**src/mba_pkg.sv**
```systemverilog
// ---------------------------------------------------------------------------
// mba_pkg
// Shared types and codes for the mosaic block averaging block.
// ---------------------------------------------------------------------------
package mba_pkg;

    localparam int POS_W  = 12;
    localparam int SIZE_W = 7;
    localparam int CH_W   = 8;
    localparam int SUM_W  = 20;
    localparam int CFG_IW = 3;
    localparam int MIN_TILE = 4;

    localparam logic [CFG_IW-1:0] CFG_LEFT   = 3'd0;
    localparam logic [CFG_IW-1:0] CFG_TOP    = 3'd1;
    localparam logic [CFG_IW-1:0] CFG_RIGHT  = 3'd2;
    localparam logic [CFG_IW-1:0] CFG_BOTTOM = 3'd3;
    localparam logic [CFG_IW-1:0] CFG_BSIZE  = 3'd4;

    typedef struct packed {
        logic [CH_W-1:0] red_in;
        logic [CH_W-1:0] green_in;
        logic [CH_W-1:0] blue_in;
        logic [CH_W-1:0] alpha_in;
    } t_pix;

    typedef struct packed {
        logic [POS_W-1:0]  tile_left;
        logic [POS_W-1:0]  tile_top;
        logic [SIZE_W-1:0] tile_width;
        logic [SIZE_W-1:0] tile_height;
        logic [CH_W-1:0]   mean_red;
        logic [CH_W-1:0]   mean_green;
        logic [CH_W-1:0]   mean_blue;
        logic [CH_W-1:0]   mean_alpha;
        logic              region_done;
    } t_tile;

    typedef struct packed {
        logic accept;
        logic acc;
        logic div_start;
        logic load;
    } t_cmd;

    typedef struct packed {
        logic tile_end;
        logic div_done;
        logic out_free;
    } t_sts;

endpackage

```
**src/mba_ctrl.sv**
```systemverilog
// ---------------------------------------------------------------------------
// mba_ctrl
// Sequencer: accept, accumulate, divide, hand result to output register.
// ---------------------------------------------------------------------------
module mba_ctrl (
    input  logic          i_clk,
    input  logic          i_rst_n,
    input  logic          i_valid,
    input  mba_pkg::t_sts i_sts,
    output logic          o_ready,
    output mba_pkg::t_cmd o_cmd
);
    localparam logic [2:0] S_IDLE   = 3'd0;
    localparam logic [2:0] S_ACC    = 3'd1;
    localparam logic [2:0] S_LAUNCH = 3'd2;
    localparam logic [2:0] S_DIV    = 3'd3;
    localparam logic [2:0] S_OUT    = 3'd4;

    logic [2:0] r_state, n_state;

    always_comb begin
        n_state = r_state;
        o_cmd   = '0;
        unique case (r_state)
            S_IDLE: begin
                o_cmd.accept = i_valid;
                if (i_valid) n_state = S_ACC;
            end
            S_ACC: begin
                o_cmd.acc = 1'b1;
                n_state = i_sts.tile_end ? S_LAUNCH : S_IDLE;
            end
            S_LAUNCH: begin
                o_cmd.div_start = 1'b1;
                n_state = S_DIV;
            end
            S_DIV: begin
                if (i_sts.div_done) n_state = S_OUT;
            end
            S_OUT: begin
                o_cmd.load = i_sts.out_free;
                if (i_sts.out_free) n_state = S_IDLE;
            end
            default: n_state = S_IDLE;
        endcase
    end

    always_ff @(posedge i_clk) begin
        if (!i_rst_n) r_state <= S_IDLE;
        else          r_state <= n_state;
    end

    assign o_ready = (r_state == S_IDLE);
endmodule

```
**config.mk**
```make
export PLATFORM = sky130hd
export DESIGN_NAME = mba_ctrl
export DESIGN_NICKNAME = d
export VERILOG_FILES = /design/src/mba_pkg.sv /design/src/mba_ctrl.sv
export SDC_FILE = /design/constraint.sdc
export NUM_CORES = 1
export LEC_CHECK = 0
export BUFFER_PORTS_ARGS = -buffer_cell sky130_fd_sc_hd__buf_2
export CAP_MARGIN = 20
export CORE_AREA = 2 2 39 41
export DETAILED_ROUTE_END_ITERATION = 6
export DIE_AREA = 0 0 41 43
export GPL_TIMING_DRIVEN = 1
export PLACE_DENSITY = 0.3
export SETUP_SLACK_MARGIN = 0.15
export SYNTH_ARGS = -nofsm -noshare
export SYNTH_HDL_FRONTEND = slang
export SYNTH_SLANG_ARGS = --single-unit
export TNS_END_PERCENT = 50
```
**constraint.sdc**
```tcl
create_clock -name i_clk -period 1.25 [get_ports i_clk]
set_input_delay 0.25 -clock i_clk [delete_from_list [all_inputs] [get_ports i_clk]]
set_output_delay 0.25 -clock i_clk [all_outputs]
set_load 0.02 [all_outputs]
```
# ---- Word level (Yosys, flattened, before mapping)
# Cells that the tools add are included.
# Widths: inputs -> output; s select.
dict set report totals {
  ff_bits 3
  out_inout_bits 5
  elab_cells 19
}
dict set report classes {
  eq_ne 7
  mux 9
  reduce_logical 2
}
# op n
set op_table {}
lappend op_table {{$pmux 3 s5} 1}
lappend op_table {{$mux 3} 3}
lappend op_table {{$eq 3x2->1 const B} 2}
lappend op_table {{$ne 2x2->1 const B} 3}
lappend op_table {{$mux 1} 4}
lappend op_table {{$eq 3x1->1 const B} 1}
lappend op_table {{$eq 3x3->1 const B} 1}
lappend op_table {{$logic_not 3->1} 1}
lappend op_table {{$reduce_and 3->1} 1}
lappend op_table {{$mux 2} 1}

# ---- Logic depth before layout (Yosys ltp)
# Gate-level depths: netlist of run 1.
dict set report depth {
  depth_word 3
  ltp_mapped 3
  ltp_nobuf 2
}

# ---- Worst setup path after synthesis of run 1
# Ideal clock, no wire load.
dict set report synth_path {
  kind {register to output}
  start {register r_state[1]}
  end {output port o_cmd[3] (netlist bit)}
  arrival_ns 1.283
  slack_ns -0.283
  stages_incl_launch_ff 4
  path_buffers 1
  path_cell_list {dfxtp_1 buf_2 nor3_1 and2_1}
}
# item line
set synth_lines {}
lappend synth_lines {{start, declared} mba_ctrl.sv:19} ;# logic [2:0] r_state, n_state;
lappend synth_lines {{start signal, assigned} mba_ctrl.sv:50} ;# else r_state <= n_state;
lappend synth_lines {{end, declared} mba_ctrl.sv:11} ;# output mba_pkg::t_cmd o_cmd

==> flow_metrics.py, run 1 <==
metrics = {
    "layout": {
        "antenna_cells_inserted": 0,
        "final_core_util": 0.234,
        "reg.largest.list": "r_state x3",
        "area_growth_pct": 75.0,
        "final_cells": 51,
        "largest_register": "r_state",
        "layout-drive-gt1-share": 0.657,
        "postLayoutCellArea_sq_um": 324,
        "largest_register_ffs": 3,
        "finish.net_count": 42,
    },
    "job": {
        "maxCapViolations": 0,
    },
    "clock_network": {
        "clk-insertion-delay-late_ns": 0.23,
        "worst_setup_hold_path_clk_slew_ns": 0.03,
        "tritoncts.num_buffers": 3,
        "cts_root_buffer": "sky130_fd_sc_hd__clkbuf_4",
        "cts_hold_buf": 0,
        "tritoncts_clock_tree": "built",
        "ctsLongestPathBuffers": 2,
        "htreeDepth": 1,
        "cts_sink_count": 3,
    },
    "routing": {
        "routed_via_density": 4.12,
        "ant_nets": 0,
        "drc_errors_left": 0,
        "vias": 210,
        "drtPass1Iterations": 1,
        "route.detailed.wl_per_inst_microns": 9.71,
        "initialDrtViolationCount": 0,
        "wl_microns": 495,
    },
    "critical_path": {
        "critical_path.max_fanout": 7,
        "r2r_slack_ns": 0.03,
        "required_ns": 1.00,
        "timing.setup.critical_path_class": "reg -> out",
        "timing.critical_path.from_type": "flop",
        "r2r.worst_path.cells": 3,
        "arrival_ns": 1.03,
        "end_kind": "output port",
    },
    "grt": {
        "grt_start_max_net_pins": 9,
        "grt-ovfl-total": 0,
        "antenna_found_initial": 0,
        "grt_first_pass_wirelength_microns": 807,
        "grt_pass1_vias": 198,
        "groute.usage.overall": 0.0722,
    },
    "placed_design": {
        "place_inst": 45,
        "post_place_worst_slack_ns": 0.0663,
        "placedInstanceArea_sq_um": 255,
        "io_buffer_count": 10,
        "detailed_place_hpwl_microns": 371,
        "gpl.final_weighted_congestion": 0.593,
    },
    "yosys": {
        "synth.ff_latch_count": 3,
        "netlist.area_leader.share": 0.324,
        "synth-warning-count": 0,
        "netlist_area_sq_um": 185,
        "synth-seq-area-share": 0.324,
        "xor_xnor_share_of_the_synthesized_area": 0,
        "synth_area_leaders": "sky130_fd_sc_hd__dfxtp_1, sky130_fd_sc_hd__nor3b_1, sky130_fd_sc_hd__nand2b_1",
        "combinational_family_with_the_most_area_after_synthesis": "simple AND/OR/NAND/NOR gates",
        "synth_area_in_simple_gates": 0.399,
        "synth_area_leader_cell": "sky130_fd_sc_hd__dfxtp_1",
        "post_synth_inst_count": 21,
        "synth.area.mux_share": 0,
        "synth_adder_area_share": 0,
        "post_synthesis_compound_gate_area_fraction": 0.189,
        "syn_nets": 27,
        "postSynthAreaPerCell_sq_um": 8.82,
        "synth_cell_type_count": 15,
    },
    "power_and_ir_drop": {
        "power_frac_seq": 0.311,
        "pwr-share-clk": 0.473,
        "ir_drop_v": 0.000351,
        "total_leakage_power_nw": 0.140,
        "total_power_mw": 0.359,
        "sw_frac_of_total": 0.274,
        "intPower_mw": 0.260,
        "power.combinational.fraction": 0.217,
        "switchingPower_mw": 0.0984,
        "power.density_nw_per_um2": 1110,
    },
    "timing": {
        "fin_worst_skew_ns": 0.00169,
        "worst_pin_slew_ns": 0.143,
        "max_freq_mhz": 780,
        "unrepaired_setup_endpoints_after_global_routing": "yes",
        "report.final.slew_viol_count": 0,
        "hold_viol": 0,
        "setup_slack_ns": -0.0325,
        "worst_slew_margin_rel": 0.904,
        "final.min_clock_period_ns": 1.28,
        "fin_tns_setup_ns": -0.0325,
        "holdWs_ns": 0.281,
        "timing.final.crit_share": 1.03,
        "setup_viol": 1,
    },
    "floorplanning": {
        "fp-row-count": 14,
        "floorplan.die_area_sq_um": 1760,
        "start_util": 0.134,
        "ios": 11,
        "floorplan.die.width_microns": 41,
        "core_region_area_sq_um": 1380,
        "die_height_microns": 43,
    },
    "min_path": {
        "hold_depth": 3,
        "hold_path.class": "in -> reg",
    },
    "run_status": {
        "run_status": "finished with violations",
        "failed_checks": "negative setup slack",
    },
}
kinds of logic after synthesis:
family          Yosys count
compound gates            5
buf+inv                   2
flops                     3
simple gates             11
layout by cell type, fill, tap and decap left out:
cell type / count
sky130_fd_sc_hd__buf_2: 8
sky130_fd_sc_hd__clkbuf_4: 3
sky130_fd_sc_hd__buf_4: 3
sky130_fd_sc_hd__dfxtp_4: 3
sky130_fd_sc_hd__nand2b_1: 2
sky130_fd_sc_hd__a21oi_1: 2
sky130_fd_sc_hd__nor3_4: 1
sky130_fd_sc_hd__nor3b_2: 1
sky130_fd_sc_hd__nand2_1: 1
sky130_fd_sc_hd__nor3_2: 1
sky130_fd_sc_hd__and2_4: 1
sky130_fd_sc_hd__nand4b_1: 1
sky130_fd_sc_hd__or4b_1: 1
sky130_fd_sc_hd__a21boi_1: 1
sky130_fd_sc_hd__nand3b_1: 1
sky130_fd_sc_hd__a21bo_2: 1
sky130_fd_sc_hd__o21bai_1: 1
sky130_fd_sc_hd__nor3b_1: 1
sky130_fd_sc_hd__clkbuf_1: 1
sky130_fd_sc_hd__buf_6: 1
worst paths after layout:
kind	start	to
worst max-delay path	r_state[2]	o_cmd[3]
worst min-delay path	i_sts[2]	r_state[1]
worst max register to register	r_state[1]	r_state[2]
worst min register to register	r_state[0]	r_state[2]
routing by layer:
metal  wire length, microns  share of wire  global-route usage  up-vias
met2                    258           0.52               0.100        7
met5                      0              0                   0        -
met1                    186           0.38              0.0769      100
met4                      0              0              0.0400        0
li1                       -              -                   -      103
met3                     50           0.10              0.0524        0
worst max-delay path, stage by stage, from the launching register on:
cell                      delay [ns]
sky130_fd_sc_hd__dfxtp_4        0.36
sky130_fd_sc_hd__nor3_4         0.18
sky130_fd_sc_hd__and2_4         0.16
sky130_fd_sc_hd__buf_6          0.10
power groups by stage:
stage | sequential [mW] | clock [mW] | combinational (mW)
final | 0.111 | 0.170 | 0.0777
after CTS | 0.113 | 0.179 | 0.0790
after global placement | 0.117 | 0 | 0.0648
after detailed placement | 0.117 | 0 | 0.0637
after floorplan | 0.105 | 0 | 0.0576
after global routing | 0.113 | 0.192 | 0.0840
repair_timing:
item,in CTS,in global routing
pin swaps,2,0
resized for setup,10,3
endpoints found under the setup margin,6,6
setup buffers,2,0
cell usage after synthesis:
master,n
sky130_fd_sc_hd__dfxtp_1,3
sky130_fd_sc_hd__nand4b_1,1
sky130_fd_sc_hd__buf_6,1
sky130_fd_sc_hd__nand2b_1,2
sky130_fd_sc_hd__o21bai_1,1
sky130_fd_sc_hd__a21boi_1,1
sky130_fd_sc_hd__nor3b_1,2
sky130_fd_sc_hd__or4b_1,1
sky130_fd_sc_hd__and2_1,1
sky130_fd_sc_hd__a21oi_1,2
sky130_fd_sc_hd__nand3b_1,1
sky130_fd_sc_hd__nor3_1,2
sky130_fd_sc_hd__buf_2,1
sky130_fd_sc_hd__nand2_1,1
sky130_fd_sc_hd__a21bo_2,1
final cells by class:
cell class | count | area, sq um
Fill cell | 163 | 1060
Multi-Input combinational cell | 16 | 133
Timing Repair Buffer | 12 | 73.8
Sequential cell | 3 | 71.3
Clock buffer | 4 | 26.3
Tap cell | 16 | 20.0
Note: power is estimated with default switching activity, not from simulation.
==> run 2, diff against run 1 <==
Settings changed: ABC_AREA set to 1, ABC_CLOCK_PERIOD_IN_PS set to 1250, PLACE_DENSITY 0.3 to unset.
==> run 2 against run 1 <==
  * The run still ends with negative setup slack left
  * Count of clock-buffer cells in the layout unchanged
  * Setup slack worse by 0.017 ns
  * Sequential share of layout area down 2.8 points
  * Total power up 14%
  * Critical path depth up 1
  * Synthesized cell count up 52%
  * Clock skew about the same
  * Wire length up 7.3%
  * Core utilization up 2.5 points
  * Critical endpoint unchanged
  * Register-to-register slack worse by 0.07 ns
  * Largest cell class unchanged
  * Global-route usage down 0.99 points
==> flow_metrics.py, run 2 <==
metrics = {
    "run_status": {
        "run_status": "finished with violations",
        "failed_checks": "negative setup slack",
    },
    "placed_design": {
        "gpl.final_weighted_congestion": 0.818,
        "detailed_place_hpwl_microns": 385,
        "io_buffer_count": 10,
        "place_inst": 58,
        "post_place_worst_slack_ns": 0.0508,
    },
    "floorplanning": {
        "fp-row-count": 14,
        "floorplan.die.width_microns": 41,
        "die_height_microns": 43,
        "ios": 11,
        "start_util": 0.135,
        "core_region_area_sq_um": 1380,
        "floorplan.die_area_sq_um": 1760,
    },
    "yosys": {
        "synth-seq-area-share": 0.322,
        "synth_area_leader_cell": "sky130_fd_sc_hd__dfxtp_1",
        "postSynth.topFlopCell": "sky130_fd_sc_hd__dfxtp_1",
        "synth_cell_type_count": 14,
        "postSynthAreaPerCell_sq_um": 5.83,
        "netlist.area_leader.share": 0.322,
        "synth_area_leaders": "sky130_fd_sc_hd__dfxtp_1, sky130_fd_sc_hd__inv_1, sky130_fd_sc_hd__nor2_1",
        "synthArstFlopShare": 0,
        "post_synth_inst_count": 32,
        "synth_top_cells_by_count": "sky130_fd_sc_hd__inv_1, sky130_fd_sc_hd__nor2_1, sky130_fd_sc_hd__nand2_1",
        "synth-warning-count": 0,
        "netlist_area_sq_um": 186,
        "synth_most_common_cell": "sky130_fd_sc_hd__inv_1",
        "syn_nets": 38,
        "synth_enable_flop_cells": 0,
        "synth.ff_latch_count": 3,
    },
    "timing": {
        "fin_worst_skew_ns": 0.00137,
        "final.min_clock_period_ns": 1.30,
        "unrepaired_setup_endpoints_after_global_routing": "yes",
        "max_freq_mhz": 769,
        "worst_slew_margin_rel": 0.878,
        "hold_viol": 0,
        "setup_slack_ns": -0.0499,
        "timing.final.crit_share": 1.04,
        "worst_pin_slew_ns": 0.181,
        "report.final.slew_viol_count": 0,
        "setup_viol": 4,
    },
    "layout": {
        "fill_cells": 157,
        "largest_register": "r_state",
        "finish.net_count": 57,
        "final_core_util": 0.259,
        "antenna_cells_inserted": 0,
        "largest_register_ffs": 3,
        "reg.largest.list": "r_state x3",
        "final_common_cell": "sky130_fd_sc_hd__buf_4",
        "sequential_cell_area_sq_um": 68.8,
        "final_cells": 66,
        "multi_input_area_sq_um": 114,
        "area_growth_pct": 92.6,
        "layout-drive-gt1-share": 0.540,
        "layout_common_cells": "sky130_fd_sc_hd__buf_4, sky130_fd_sc_hd__inv_1, sky130_fd_sc_hd__buf_2",
    },
    "routing": {
        "vias": 256,
        "ant_nets": 0,
        "routed_via_density": 3.88,
        "initialDrtViolationCount": 7,
        "drtPass1Iterations": 4,
        "drc_errors_left": 0,
        "wl_microns": 531,
        "route.detailed.wl_per_inst_microns": 8.05,
    },
    "grt": {
        "grt-ovfl-total": 0,
        "grt_pass1_vias": 213,
        "antenna_found_initial": 0,
        "groute.usage.overall": 0.0623,
        "grt_start_max_net_pins": 8,
        "grt_first_pass_wirelength_microns": 710,
    },
    "clock_network": {
        "tritoncts_clock_tree": "built",
        "clk-insertion-delay-late_ns": 0.23,
        "cts_root_buffer": "sky130_fd_sc_hd__clkbuf_4",
        "ctsLongestPathBuffers": 2,
        "tritoncts.num_buffers": 3,
        "cts_hold_buf": 0,
        "cts_sink_count": 3,
        "worst_setup_hold_path_clk_slew_ns": 0.03,
        "htreeDepth": 1,
    },
    "power_and_ir_drop": {
        "power.density_nw_per_um2": 1140,
        "ir_drop_v": 0.000379,
        "total_leakage_power_nw": 0.179,
        "total_power_mw": 0.409,
    },
    "critical_path": {
        "end_kind": "output port",
        "required_ns": 1.00,
        "timing.critical_path.from_type": "flop",
        "timing.setup.critical_path_class": "reg -> out",
        "r2r_slack_ns": -0.04,
        "critical_path.max_fanout": 5,
        "arrival_ns": 1.05,
    },
    "min_path": {
        "hold_path.class": "in -> reg",
    },
    "job": {
        "maxCapViolations": 0,
    },
}
==> run 2: changes by cell type in the layout (fill, tap and decap cells not counted), moves of 2 or more <==
cell	before	now
sky130_fd_sc_hd__inv_1	0	6
sky130_fd_sc_hd__buf_4	3	8
sky130_fd_sc_hd__nor2_1	0	4
sky130_fd_sc_hd__buf_2	8	5
sky130_fd_sc_hd__nand2_1	1	4
sky130_fd_sc_hd__inv_2	0	2
sky130_fd_sc_hd__nand2b_1	2	0
sky130_fd_sc_hd__nand3_1	0	2
sky130_fd_sc_hd__nor2_2	0	2
==> run 2: routing by layer <==
layer / GRT usage / up-vias / share of wire
met2: 0.0969 / 10 / 0.52
met1: 0.0613 / 108 / 0.42
met4: 0.0400 / 0 / 0
met5: 0 / - / 0
li1: - / 138 / -
met3: 0.0314 / 0 / 0.060
==> run 2: worst max-delay path: stages (launching register included) <==
cell and delay (ns):
sky130_fd_sc_hd__dfxtp_4 0.35, sky130_fd_sc_hd__nor2_4 0.12, sky130_fd_sc_hd__inv_2 0.06, sky130_fd_sc_hd__nor3_2 0.12, sky130_fd_sc_hd__buf_4 0.17
==> run 2: worst paths after layout <==
path / from / end / depth (start not counted)
max: r_state[0] / o_cmd[3] / 4
min: i_rst_n / r_state[0] / 3
min reg2reg: r_state[2] / r_state[2] / 3
max reg2reg: r_state[0] / r_state[0] / 8
==> run 2: repair_timing <==
action,4_1_cts,5_1_grt
buffers inserted,3,1
gates resized for setup,10,6
pin swaps,3,4
setup endpoints to repair,5,7
==> run 2: cells by family (layout without fill, tap and decap cells) <==
family,count (synthesis),in the layout,share of synthesized area
and+or+nand+nor,16,16,0.383
DFF,3,3,0.322
AOI/OAI and AO/OA,4,4,0.114
buffers and inverters,9,27,0.181
==> run 2: final cells by class <==
| type | count | area share |
|---|---|---|
| clock buffer | 4 | 0.0732 |
| inverter | 9 | 0.0941 |
| multi-input combinational | 20 | 0.317 |
| sequential | 3 | 0.192 |
| tap | 16 | 0.0557 |
| timing repair buffer | 14 | 0.268 |
==> run 2: through the flow <==
step           hold WS (ns)  setup TNS (ns)  cell area [sq um]
2_1_floorplan         0.375               0                198
3_3_place_gp          0.496               0                268
3_5_place_dp          0.498               0                268
4_1_cts               0.259          -0.151                338
5_1_grt               0.266          -0.471                359
6_report              0.267          -0.128                359
==> run 2: where the power goes <==
part	internal [mW]	switching, mW	total, mW
Sequential	0.103	0.0132	0.116
Clock	0.119	0.0453	0.165
Combinational	0.0650	0.0637	0.129
